**src/rtl/core/rse_pkg.sv**
```systemverilog
// Package for the Reed-Solomon systematic encoder.
// Holds the beat payload types, the register map and the controller command type.
// Depends on nothing; every other file of the block uses it.
package rse_pkg;

    localparam int FIELD_W = 8;
    localparam int CNT_W = 5;
    localparam int IDX_W = 4;
    localparam int CFG_INDEX_W = 4;
    localparam int CFG_DATA_W = 64;

    localparam logic [CFG_INDEX_W-1:0] REG_FIELD_POLY = 4'd0;
    localparam logic [CFG_INDEX_W-1:0] REG_PARITY_COUNT = 4'd1;
    localparam logic [CFG_INDEX_W-1:0] REG_ROOTS_LOW = 4'd2;
    localparam logic [CFG_INDEX_W-1:0] REG_ROOTS_HIGH = 4'd3;

    localparam logic [FIELD_W-1:0] FIELD_POLY_RESET = 8'd29;
    localparam logic [CNT_W-1:0] PARITY_COUNT_RESET = 5'd16;

    typedef struct packed {
        logic [FIELD_W-1:0] data_symbol;
        logic               final_symbol;
    } in_beat_t;

    typedef struct packed {
        logic [FIELD_W-1:0] code_symbol;
        logic               is_parity;
        logic               block_end;
    } out_beat_t;

    typedef struct packed {
        logic [FIELD_W-1:0]    field_poly;
        logic [CNT_W-1:0]      parity_count;
        logic [CFG_DATA_W-1:0] roots_low;
        logic [CFG_DATA_W-1:0] roots_high;
    } cfg_t;

    typedef struct packed {
        logic             start;
        logic             build;
        logic             absorb;
        logic             emit;
        logic             last;
        logic [IDX_W-1:0] top_idx;
        logic [IDX_W-1:0] root_idx;
    } ctrl_cmd_t;

endpackage

```
**src/rtl/core/rse_cfg_regs.sv**
```systemverilog
// Configuration register file of the Reed-Solomon encoder.
// Takes writes from the configuration channel; uses rse_pkg.
module rse_cfg_regs (
    input  logic                                 clk,
    input  logic                                 rst_n,
    input  logic                                 cfg_valid,
    output logic                                 cfg_ready,
    input  logic [rse_pkg::CFG_INDEX_W-1:0]      cfg_index,
    input  logic [rse_pkg::CFG_DATA_W-1:0]       cfg_data,
    output rse_pkg::cfg_t                        cfg
);

    rse_pkg::cfg_t cfg_reg;
    rse_pkg::cfg_t cfg_next;

    assign cfg_ready = 1'b1;
    assign cfg = cfg_reg;

    always_comb
    begin
        cfg_next = cfg_reg;
        if (cfg_valid)
        begin
            unique case (cfg_index)
                rse_pkg::REG_FIELD_POLY:
                    cfg_next.field_poly = cfg_data[rse_pkg::FIELD_W-1:0];
                rse_pkg::REG_PARITY_COUNT:
                    cfg_next.parity_count = cfg_data[rse_pkg::CNT_W-1:0];
                rse_pkg::REG_ROOTS_LOW:
                    cfg_next.roots_low = cfg_data;
                rse_pkg::REG_ROOTS_HIGH:
                    cfg_next.roots_high = cfg_data;
                default:
                    cfg_next = cfg_reg;
            endcase
        end
    end

    always_ff @(posedge clk or negedge rst_n)
    begin
        if (!rst_n)
        begin
            cfg_reg.field_poly <= rse_pkg::FIELD_POLY_RESET;
            cfg_reg.parity_count <= rse_pkg::PARITY_COUNT_RESET;
            cfg_reg.roots_low <= '0;
            cfg_reg.roots_high <= '0;
        end
        else
        begin
            cfg_reg <= cfg_next;
        end
    end

endmodule

```
**src/rtl/core/rse_ctrl.sv**
```systemverilog
// Controller state machine of the Reed-Solomon encoder.
// Sequences generator build, message absorption and parity output; uses rse_pkg.
module rse_ctrl #(
    parameter int MAX_PARITY = 16
) (
    input  logic                          clk,
    input  logic                          rst_n,
    input  logic                          in_valid,
    input  logic                          final_symbol,
    output logic                          in_ready,
    output logic                          out_valid,
    input  logic                          out_ready,
    input  logic [rse_pkg::CNT_W-1:0]     parity_count,
    output rse_pkg::ctrl_cmd_t            cmd
);

    typedef enum logic [3:0] {
        S_IDLE   = 4'b0001,
        S_BUILD  = 4'b0010,
        S_DATA   = 4'b0100,
        S_PARITY = 4'b1000
    } state_t;

    localparam logic [rse_pkg::CNT_W-1:0] MAX_P = rse_pkg::CNT_W'(MAX_PARITY);

    state_t                      state_reg, state_next;
    logic [rse_pkg::CNT_W-1:0]   cnt_reg, cnt_next;
    logic [rse_pkg::CNT_W-1:0]   act_p_reg, act_p_next;
    logic                        out_valid_reg, out_valid_next;
    logic                        slot_free;
    logic [rse_pkg::CNT_W-1:0]   top_pos;
    logic [rse_pkg::CNT_W-1:0]   clamped_p;

    assign slot_free = !out_valid_reg || out_ready;
    assign top_pos = act_p_reg - rse_pkg::CNT_W'(1);
    assign out_valid = out_valid_reg;

    always_comb
    begin
        if (parity_count == '0)
            clamped_p = rse_pkg::CNT_W'(1);
        else if (parity_count > MAX_P)
            clamped_p = MAX_P;
        else
            clamped_p = parity_count;
    end

    always_comb
    begin
        state_next = state_reg;
        cnt_next = cnt_reg;
        act_p_next = act_p_reg;
        in_ready = 1'b0;
        cmd = '0;
        cmd.top_idx = top_pos[rse_pkg::IDX_W-1:0];
        cmd.root_idx = cnt_reg[rse_pkg::IDX_W-1:0];
        unique case (state_reg)
            S_IDLE:
            begin
                if (in_valid)
                begin
                    cmd.start = 1'b1;
                    act_p_next = clamped_p;
                    cnt_next = '0;
                    state_next = S_BUILD;
                end
            end
            S_BUILD:
            begin
                cmd.build = 1'b1;
                if (cnt_reg == top_pos)
                begin
                    cnt_next = '0;
                    state_next = S_DATA;
                end
                else
                begin
                    cnt_next = cnt_reg + rse_pkg::CNT_W'(1);
                end
            end
            S_DATA:
            begin
                in_ready = slot_free;
                if (in_valid && slot_free)
                begin
                    cmd.absorb = 1'b1;
                    if (final_symbol)
                    begin
                        cnt_next = '0;
                        state_next = S_PARITY;
                    end
                end
            end
            S_PARITY:
            begin
                if (slot_free)
                begin
                    cmd.emit = 1'b1;
                    cmd.last = (cnt_reg == top_pos);
                    cnt_next = cnt_reg + rse_pkg::CNT_W'(1);
                    if (cnt_reg == top_pos)
                        state_next = S_IDLE;
                end
            end
            default:
            begin
                state_next = S_IDLE;
            end
        endcase
    end

    always_comb
    begin
        if (cmd.absorb || cmd.emit)
            out_valid_next = 1'b1;
        else if (out_ready)
            out_valid_next = 1'b0;
        else
            out_valid_next = out_valid_reg;
    end

    always_ff @(posedge clk or negedge rst_n)
    begin
        if (!rst_n)
        begin
            state_reg <= S_IDLE;
            cnt_reg <= '0;
            act_p_reg <= MAX_P;
            out_valid_reg <= 1'b0;
        end
        else
        begin
            state_reg <= state_next;
            cnt_reg <= cnt_next;
            act_p_reg <= act_p_next;
            out_valid_reg <= out_valid_next;
        end
    end

    a_ready_only_in_data: assert property (@(posedge clk) disable iff (!rst_n)
        in_ready |-> (state_reg == S_DATA))
        else $error("input ready outside the data phase");

    a_parity_count_bound: assert property (@(posedge clk) disable iff (!rst_n)
        (state_reg == S_PARITY || state_reg == S_BUILD) |-> (cnt_reg < act_p_reg))
        else $error("sequence counter passed the parity count");

    a_active_p_range: assert property (@(posedge clk) disable iff (!rst_n)
        (act_p_reg != '0) && (act_p_reg <= MAX_P))
        else $error("latched parity count out of range");

    a_last_returns_idle: assert property (@(posedge clk) disable iff (!rst_n)
        (cmd.emit && cmd.last) |=> (state_reg == S_IDLE) && out_valid)
        else $error("final parity beat did not close the codeword");

endmodule

```
**src/rtl/core/rse_datapath.sv**
```systemverilog
// Datapath of the Reed-Solomon encoder: generator and remainder registers,
// shared GF multipliers and the output register. Uses rse_pkg.
module rse_datapath #(
    parameter int SYMBOL_BITS = 8,
    parameter int MAX_PARITY = 16
) (
    input  logic                              clk,
    input  rse_pkg::ctrl_cmd_t                cmd,
    input  rse_pkg::cfg_t                     cfg,
    input  logic [rse_pkg::FIELD_W-1:0]       data_symbol,
    output rse_pkg::out_beat_t                out_data
);

    localparam int SB = SYMBOL_BITS;
    localparam int MP = MAX_PARITY;
    localparam int IW = (MP > 1) ? $clog2(MP) : 1;

    logic [SB-1:0]  rem_reg [MP];
    logic [SB-1:0]  gen_reg [MP];
    logic [SB-1:0]  prod    [MP];
    logic [SB-1:0]  poly_reg;
    logic [SB-1:0]  top_sym;
    logic [SB-1:0]  feedback;
    logic [SB-1:0]  root;
    logic [SB-1:0]  mul_a;
    logic [2*rse_pkg::CFG_DATA_W-1:0] roots_all;
    logic [IW-1:0]  top;
    rse_pkg::out_beat_t out_reg;

    function automatic logic [SB-1:0] gf_mul(input logic [SB-1:0] a,
                                             input logic [SB-1:0] b,
                                             input logic [SB-1:0] poly);
        logic [SB:0] r;
        r = '0;
        for (int i = SB - 1; i >= 0; i--)
        begin
            r = {r[SB-1:0], 1'b0};
            if (r[SB])
                r = r ^ {1'b1, poly};
            if (b[i])
                r = r ^ {1'b0, a};
        end
        return r[SB-1:0];
    endfunction

    assign top = cmd.top_idx[IW-1:0];
    assign top_sym = rem_reg[top];
    assign feedback = data_symbol[SB-1:0] ^ top_sym;
    assign roots_all = {cfg.roots_high, cfg.roots_low};
    assign root = roots_all[{cmd.root_idx, 3'b000} +: SB];
    assign mul_a = cmd.build ? root : feedback;
    assign out_data = out_reg;

    always_comb
    begin
        for (int j = 0; j < MP; j++)
            prod[j] = gf_mul(mul_a, gen_reg[j], poly_reg);
    end

    always_ff @(posedge clk)
    begin
        if (cmd.start)
        begin
            poly_reg <= cfg.field_poly[SB-1:0];
            for (int j = 0; j < MP; j++)
            begin
                rem_reg[j] <= '0;
                gen_reg[j] <= (j == 0) ? SB'(1) : '0;
            end
        end
        if (cmd.build)
        begin
            gen_reg[0] <= prod[0];
            for (int j = 1; j < MP; j++)
                gen_reg[j] <= gen_reg[j-1] ^ prod[j];
        end
        if (cmd.absorb)
        begin
            rem_reg[0] <= prod[0];
            for (int j = 1; j < MP; j++)
                rem_reg[j] <= rem_reg[j-1] ^ prod[j];
            out_reg.code_symbol <= (rse_pkg::FIELD_W)'(data_symbol[SB-1:0]);
            out_reg.is_parity <= 1'b0;
            out_reg.block_end <= 1'b0;
        end
        if (cmd.emit)
        begin
            rem_reg[0] <= '0;
            for (int j = 1; j < MP; j++)
                rem_reg[j] <= rem_reg[j-1];
            out_reg.code_symbol <= (rse_pkg::FIELD_W)'(top_sym);
            out_reg.is_parity <= 1'b1;
            out_reg.block_end <= cmd.last;
        end
    end

endmodule

```
**src/rtl/core/reed_solomon_systematic_encoder.sv**
```systemverilog
// Top level of the systematic Reed-Solomon encoder over GF(2^SYMBOL_BITS).
// Instantiates rse_cfg_regs, rse_ctrl and rse_datapath; uses rse_pkg.
//
// Usage. Message symbols enter on in_valid/in_ready, highest degree first,
// with final_symbol set on the last one. Every message beat is passed to
// out_valid/out_ready in the cycle after it is accepted, and after the final
// beat the p parity symbols follow, degree p-1 first, block_end on the last.
// Configuration writes use cfg_valid/cfg_ready with cfg_index and cfg_data;
// cfg_ready is always high. Write only between codewords: parity count and
// field polynomial are latched, and the roots read, when a message starts.
// Timing. When the first beat of a message is offered, the block first
// latches the settings and then forms the generator, one root per cycle
// through the shared GF multipliers, before it takes that beat. Message
// beats then go at one per cycle, and parity beats at one per cycle after
// the final beat, as long as the receiver does not stall. A stalled receiver
// holds the output register; input is taken only while that register is
// free or being emptied in the same cycle.
// Reset clears the controller and restores the register reset values; no
// clearing pass is needed.
module reed_solomon_systematic_encoder #(
    parameter int SYMBOL_BITS = 8,
    parameter int MAX_PARITY = 16
) (
    input  logic                              clk,
    input  logic                              rst_n,
    input  logic                              in_valid,
    output logic                              in_ready,
    input  rse_pkg::in_beat_t                 in_data,
    output logic                              out_valid,
    input  logic                              out_ready,
    output rse_pkg::out_beat_t                out_data,
    input  logic                              cfg_valid,
    output logic                              cfg_ready,
    input  logic [rse_pkg::CFG_INDEX_W-1:0]   cfg_index,
    input  logic [rse_pkg::CFG_DATA_W-1:0]    cfg_data
);

    rse_pkg::cfg_t      cfg;
    rse_pkg::ctrl_cmd_t cmd;

    rse_cfg_regs u_cfg (
        .clk       (clk),
        .rst_n     (rst_n),
        .cfg_valid (cfg_valid),
        .cfg_ready (cfg_ready),
        .cfg_index (cfg_index),
        .cfg_data  (cfg_data),
        .cfg       (cfg)
    );

    rse_ctrl #(
        .MAX_PARITY (MAX_PARITY)
    ) u_ctrl (
        .clk          (clk),
        .rst_n        (rst_n),
        .in_valid     (in_valid),
        .final_symbol (in_data.final_symbol),
        .in_ready     (in_ready),
        .out_valid    (out_valid),
        .out_ready    (out_ready),
        .parity_count (cfg.parity_count),
        .cmd          (cmd)
    );

    rse_datapath #(
        .SYMBOL_BITS (SYMBOL_BITS),
        .MAX_PARITY  (MAX_PARITY)
    ) u_datapath (
        .clk         (clk),
        .cmd         (cmd),
        .cfg         (cfg),
        .data_symbol (in_data.data_symbol),
        .out_data    (out_data)
    );

endmodule
```
**config.mk**
```make
export PLATFORM = sky130hd
export DESIGN_NAME = reed_solomon_systematic_encoder
export DESIGN_NICKNAME = d
export VERILOG_FILES = /design/src/rtl/core/rse_pkg.sv /design/src/rtl/core/rse_cfg_regs.sv /design/src/rtl/core/rse_ctrl.sv /design/src/rtl/core/rse_datapath.sv /design/src/rtl/core/reed_solomon_systematic_encoder.sv
export SDC_FILE = /design/constraint.sdc
export NUM_CORES = 2
export LEC_CHECK = 0
export BUFFER_PORTS_ARGS = -buffer_cell sky130_fd_sc_hd__buf_2
export CORE_UTILIZATION = 46
export CTS_BUF_LIST = sky130_fd_sc_hd__clkbuf_16
export CTS_CLUSTER_DIAMETER = 30
export DETAILED_ROUTE_END_ITERATION = 8
export PLACE_DENSITY = 0.69
export SLEW_MARGIN = 15
export SYNTH_ARGS = -nofsm -noshare
export SYNTH_HDL_FRONTEND = slang
export SYNTH_SLANG_ARGS = --single-unit
export TNS_END_PERCENT = 20
```
**constraint.sdc**
```tcl
create_clock -name clk -period 8 [get_ports clk]
set_input_delay 1.6 -clock clk [delete_from_list [all_inputs] [get_ports clk]]
set_output_delay 1.6 -clock clk [all_outputs]
set_load 0.01 [all_outputs]
```
==> Word level (Yosys, flattened, before mapping) <==
Memories as Yosys holds them, arrays and structs flattened.
Index checks and enable logic that the tools add are counted.
Widths: inputs -> output; s select.
{ "classes": {"div_mod_pow": 0, "eq_ne": 14, "add_sub_neg": 2, "n_bitwise": 303, "multipliers": 0, "magnitude_cmp": 1, "shift": 1, "mux": 324, "reduce_logical": 16} }
{ "ops": {"columns": ["cell", "n"], "rows": [
  ["$mux 8", 289],
  ["$xor 8x8->8", 255],
  ["$shiftx 128x8->8", 1],
  ["$or 1x1->1", 48],
  ["$mux 5", 7],
  ["$mux 4", 6],
  ["$mux 10", 2],
  ["$pmux 5 s4", 1],
  ["$mux 1", 16],
  ["$pmux 4 s4", 1],
  ["$eq 4x2->1 const B", 3],
  ["$reduce_and 2->1", 5],
  ["$eq 4x1->1 const B", 2],
  ["$ne 2x1->1 const B", 4],
  ["$reduce_and 6->1", 1],
  ["$add 5x1->5 const B", 1],
  ["$eq 5x5->1", 1],
  ["$gt 5x5->1 const B", 1],
  ["$logic_not 5->1", 1],
  ["$reduce_and 5->1", 1],
  ["$sub 5x1->5 const B", 1],
  ["$eq 4x3->1 const B", 1],
  ["$eq 4x4->1 const B", 1],
  ["$logic_not 4->1", 1],
  ["7 further kinds", 11]
]} }
{ "word_totals": {"memories": 2, "wordCells": 675, "register_bits": 174, "ramBits": 256, "in_bits": 82, "output_inout_bits": 13, "rom_bits": 0, "latchBits": 0} }
{ "memory_table": {"columns": ["memory", "depth", "width", "rd", "rd_clocked_by_memory_dff", "wr", "line", "source"], "rows": [
  ["u_datapath.gen_reg", 16, 8, 16, 0, 16, "rse_datapath.sv:19", "logic [SB-1:0] gen_reg [MP];"],
  ["u_datapath.rem_reg", 16, 8, 16, 0, 16, "rse_datapath.sv:18", "logic [SB-1:0] rem_reg [MP];"]
]} }

==> Longest topological paths before layout <==
An unclocked memory read counts as a cell.
{ "logic_depth": {"ltp_word": 36, "ltp_mapped": 30, "depth_no_buf": 19} }

==> Hierarchy <==
Synthesis repeated with hierarchy kept, for this count alone.
{ "unflattened": {"cells_unflattened": 6818, "area_unflattened_um2": 54375.9} }
{ "by_module_without_submodules": {"columns": ["module", "instances", "area_each_um2", "seq_area_each_um2", "cells_per_inst"], "rows": [
  ["rse_datapath", 1, 48041.1, 8217.9, 6400],
  ["rse_cfg_regs", 1, 5307.6, 3534.6, 304],
  ["rse_ctrl", 1, 1027.2, 377.9, 114]
]} }

==> Worst setup path after synthesis <==
No wires, ideal clock.
{ "synth_path": {"path_type": "input -> register", "start": "in in_data[6] (netlist bit)", "end": "mem u_datapath.rem_reg[8][0] (netlist bit), data pin", "setup_ns": 0.254, "path_slack_ns": 1.659, "n_path_buf": 3, "required_time_ns": 7.746, "arrival_time_ns": 6.087, "path_stages": 18, "path_cell_list": "buf_1 -> or4_1 -> mux2i_1 -> a211oi_2 -> buf_4 -> buf_4 -> nor4_1 -> a311o_1 -> xor2_1 -> mux4_2 -> or4_1 -> nand3_1 -> o21ai_2 -> nor2_2 -> xor2_1 -> a21oi_1 -> o21ai_0 -> a21bo_1"} }
{ "synth_rtl": {"columns": ["item", "line", "source"], "rows": [
  ["from (decl)", "reed_solomon_systematic_encoder.sv:28", "input rse_pkg::in_beat_t in_data,"],
  ["to (decl)", "rse_datapath.sv:18", null]
]} }

==> out/results.ini <==
[timing]
period_needed_ns=7.75
setup_viol=0
clock_skew_ns=0.0701
tns_ns=0
clock.fmax_mhz=129
worst_slew_pin_slew_ns=1.26
whs_ns=0.440
rsz0062_at_grt=no
final-max-slew-violation-count=0
slew_headroom_pct=16.0
hold_violations=0
final.period_utilization_pct=96.9

[synth]
syn_nets=7219
synth_most_common_cell=nand2_1
ys_async_sr_fraction_pct=36.3
synth_area_um2=56700
synth_seq_area_share_pct=21.4
yosys_warnings=0
ys_ff_latch=430
synthCells=7135
netlist.area_leader.share_pct=14.5
synthTopCellsByCount=nand2_1, xnor2_1, nor2_1
synth.distinct_cells=133
synth_flop_cell=edfxtp_1
synth_edf_count=273
syn_area_per_cell_um2=7.94
synth.area.top_cells=edfxtp_1, xnor2_1, nand2_1
synth_top_cell_by_area=edfxtp_1

[cts]
clock-sinks=430
clock_path_buffers=3
cts_setup_buffers=0
clock_latency_ns=0.79
cts.clk_slew.worst_paths_ns=0.04
cts_resized=0
cts_tree=built
numCtsBuffers=134
cts_hold_buf=0
cts.htree.levels=4
root_buffer=clkbuf_16

[worst_setup_path]
crit_fanout=20
cp-end-kind=flip-flop
cpMostUsedCell=xnor2_1
ff2ff_path_depth=20
crit_chain=inv_1, ha_2, mux2i_1, mux4_2, xor2_1, a211o_2, nor2_4, buf_4, nand2_1, xnor3_1, xnor2_1, mux2i_1, a21oi_1, xnor2_1, nand2_1, xnor2_1, xnor2_1, xnor2_1, o21ai_0, a22o_1
path_buf_inv=2
required_ns=8.48
crit_path_top_delay_cell=nor2_4
slowest_delay_ns=0.77
crit_arrival_ns=8.24
startpoint_type=flip-flop
cpLargestDelayFamily=XOR/XNOR gates
path_depth=20
crit_type=reg -> reg

[placement]
io_buffers=93
placed_area_um2=58600
place.detailed.hpwl_um=175000
dpl.cell_count=8457
gp_congestion=1.05

[floorplanning]
num_io_pins=95
core-area_um2=122000
die_height_um=353
start_util_pct=46.4
rows=128
dieArea_um2=125000
dieWidth_um=353

[layout]
largest_register_ffs=141
area_delta_synth_final_pct=11.6
layout-drive-gt1-share_pct=14.6
nets=7053
stdcell_area_um2=63200
layoutNonFillerInstCount=8723

[global_routing]
grt_pass1_vias=53700
grt_pass1_wl_um=369000
grt_max_degree=141
antenna_found_initial=29
gr-usage-all-layers_pct=39.7
gr-total-overflow=0

[drt]
drt_iter0_drc=8594
drc_errors=0
drtPass1Iterations=6
drt-total-wl_um=256000
drt-vias-per-instance=6.66
ant_nets=0
routedWlPerCell_um=29.4
num_vias=58100

[worst_hold_path]
min_path_cells=2
hold_class=reg -> reg

[outcome]
status=completed

[job]
max_cap_violations=0

## through the flow
step | setup slack [ns] | util (%)
after detailed placement | 0.527 | 48.0
final | 0.246 | 51.8
after floorplan | 1.66 | -
after global routing | 0.0648 | 51.8
after global placement | 0.661 | 48.0
after CTS | 0.498 | 51.8
## cells by family after synthesis
kind of cell    Yosys count  synth area share, %
other cells               1              0.00662
xor+xnor               1436                 25.1
mux                     331                 7.72
buf+inv                 718                 5.68
compound gates         1395                 17.6
simple gates           2822                 22.4
flops                   430                 21.4
fa+ha+maj                 2               0.0441
## cell type report
class	count	area, um^2
Clock inverter	110	1130
Multi-Input combinational cell	5987	41600
Tap cell	1625	2030
Fill cell	11400	58800
Inverter	69	267
Clock buffer	137	3430
Antenna cell	18	45.0
Timing Repair Buffer	347	2600
Sequential cell	430	12100
## per-layer routing
layer / vias up / track usage, % / part of all wire [%]
met5: - / 0 / 0.082
met4: 30 / 29.9 / 8.7
met3: 1127 / 11.2 / 13
met2: 4440 / 57.5 / 41
met1: 27700 / 50.2 / 37
li1: 24800 / - / -
## path summary, 6_finish.rpt
| path | startpoint | endpoint | slack, ns |
|---|---|---|---|
| worst max-delay path | u_ctrl.act_p_reg[1]$_DFFE_PN0P_ | u_datapath.rem_reg[3][7]$_SDFFCE_PN0P_ | 0.25 |
| worst min-delay path | u_datapath.out_data[1]$_SDFFE_PP1P_ | u_datapath.out_data[1]$_SDFFE_PP1P_ | 0.44 |
| worst max register to register | u_ctrl.act_p_reg[1]$_DFFE_PN0P_ | u_datapath.rem_reg[3][7]$_SDFFCE_PN0P_ | 0.25 |
| worst min register to register | u_datapath.out_data[1]$_SDFFE_PP1P_ | u_datapath.out_data[1]$_SDFFE_PP1P_ | 0.44 |
| max in group asynchronous | rst_n | u_ctrl.state_reg[0]$_DFFE_PN1P_ | 5.95 |
| min in group asynchronous | rst_n | u_cfg.cfg[62]$_DFFE_PN0P_ | 0.81 |
## worst reg2reg max path, cell delays in order, from the launching register on
cell	delay [ns]
dfrtp_1	0.45
inv_1	0.11
ha_2	0.75
mux2i_1	0.21
mux4_2	0.60
xor2_1	0.24
a211o_2	0.66
nor2_4	0.81
buf_4	0.28
nand2_1	0.06
xnor3_1	0.59
xnor2_1	0.55
mux2i_1	0.30
a21oi_1	0.11
xnor2_1	0.57
nand2_1	0.15
xnor2_1	0.16
xnor2_1	0.15
xnor2_1	0.38
o21ai_0	0.13
a22o_1	0.20
## layout by cell type (no fill, tap or decap), types with 99 or more instances in the layout
cell type,synthesis,final
edfxtp_1,273,273
nand2_1,1408,1404
xor2_1,395,394
mux2i_1,108,107
nor2_1,473,458
o21ai_0,249,249
nand3_1,252,250
a31oi_1,99,99
a21oi_1,292,290
nor3_1,131,130
mux2_2,152,152
buf_4,34,237
clkbuf_16,0,137
xnor2_1,911,906
dfrtp_1,149,146
Power is not shown: default switching activity piles up to over one toggle a cycle in this logic, so the estimate is an artifact.
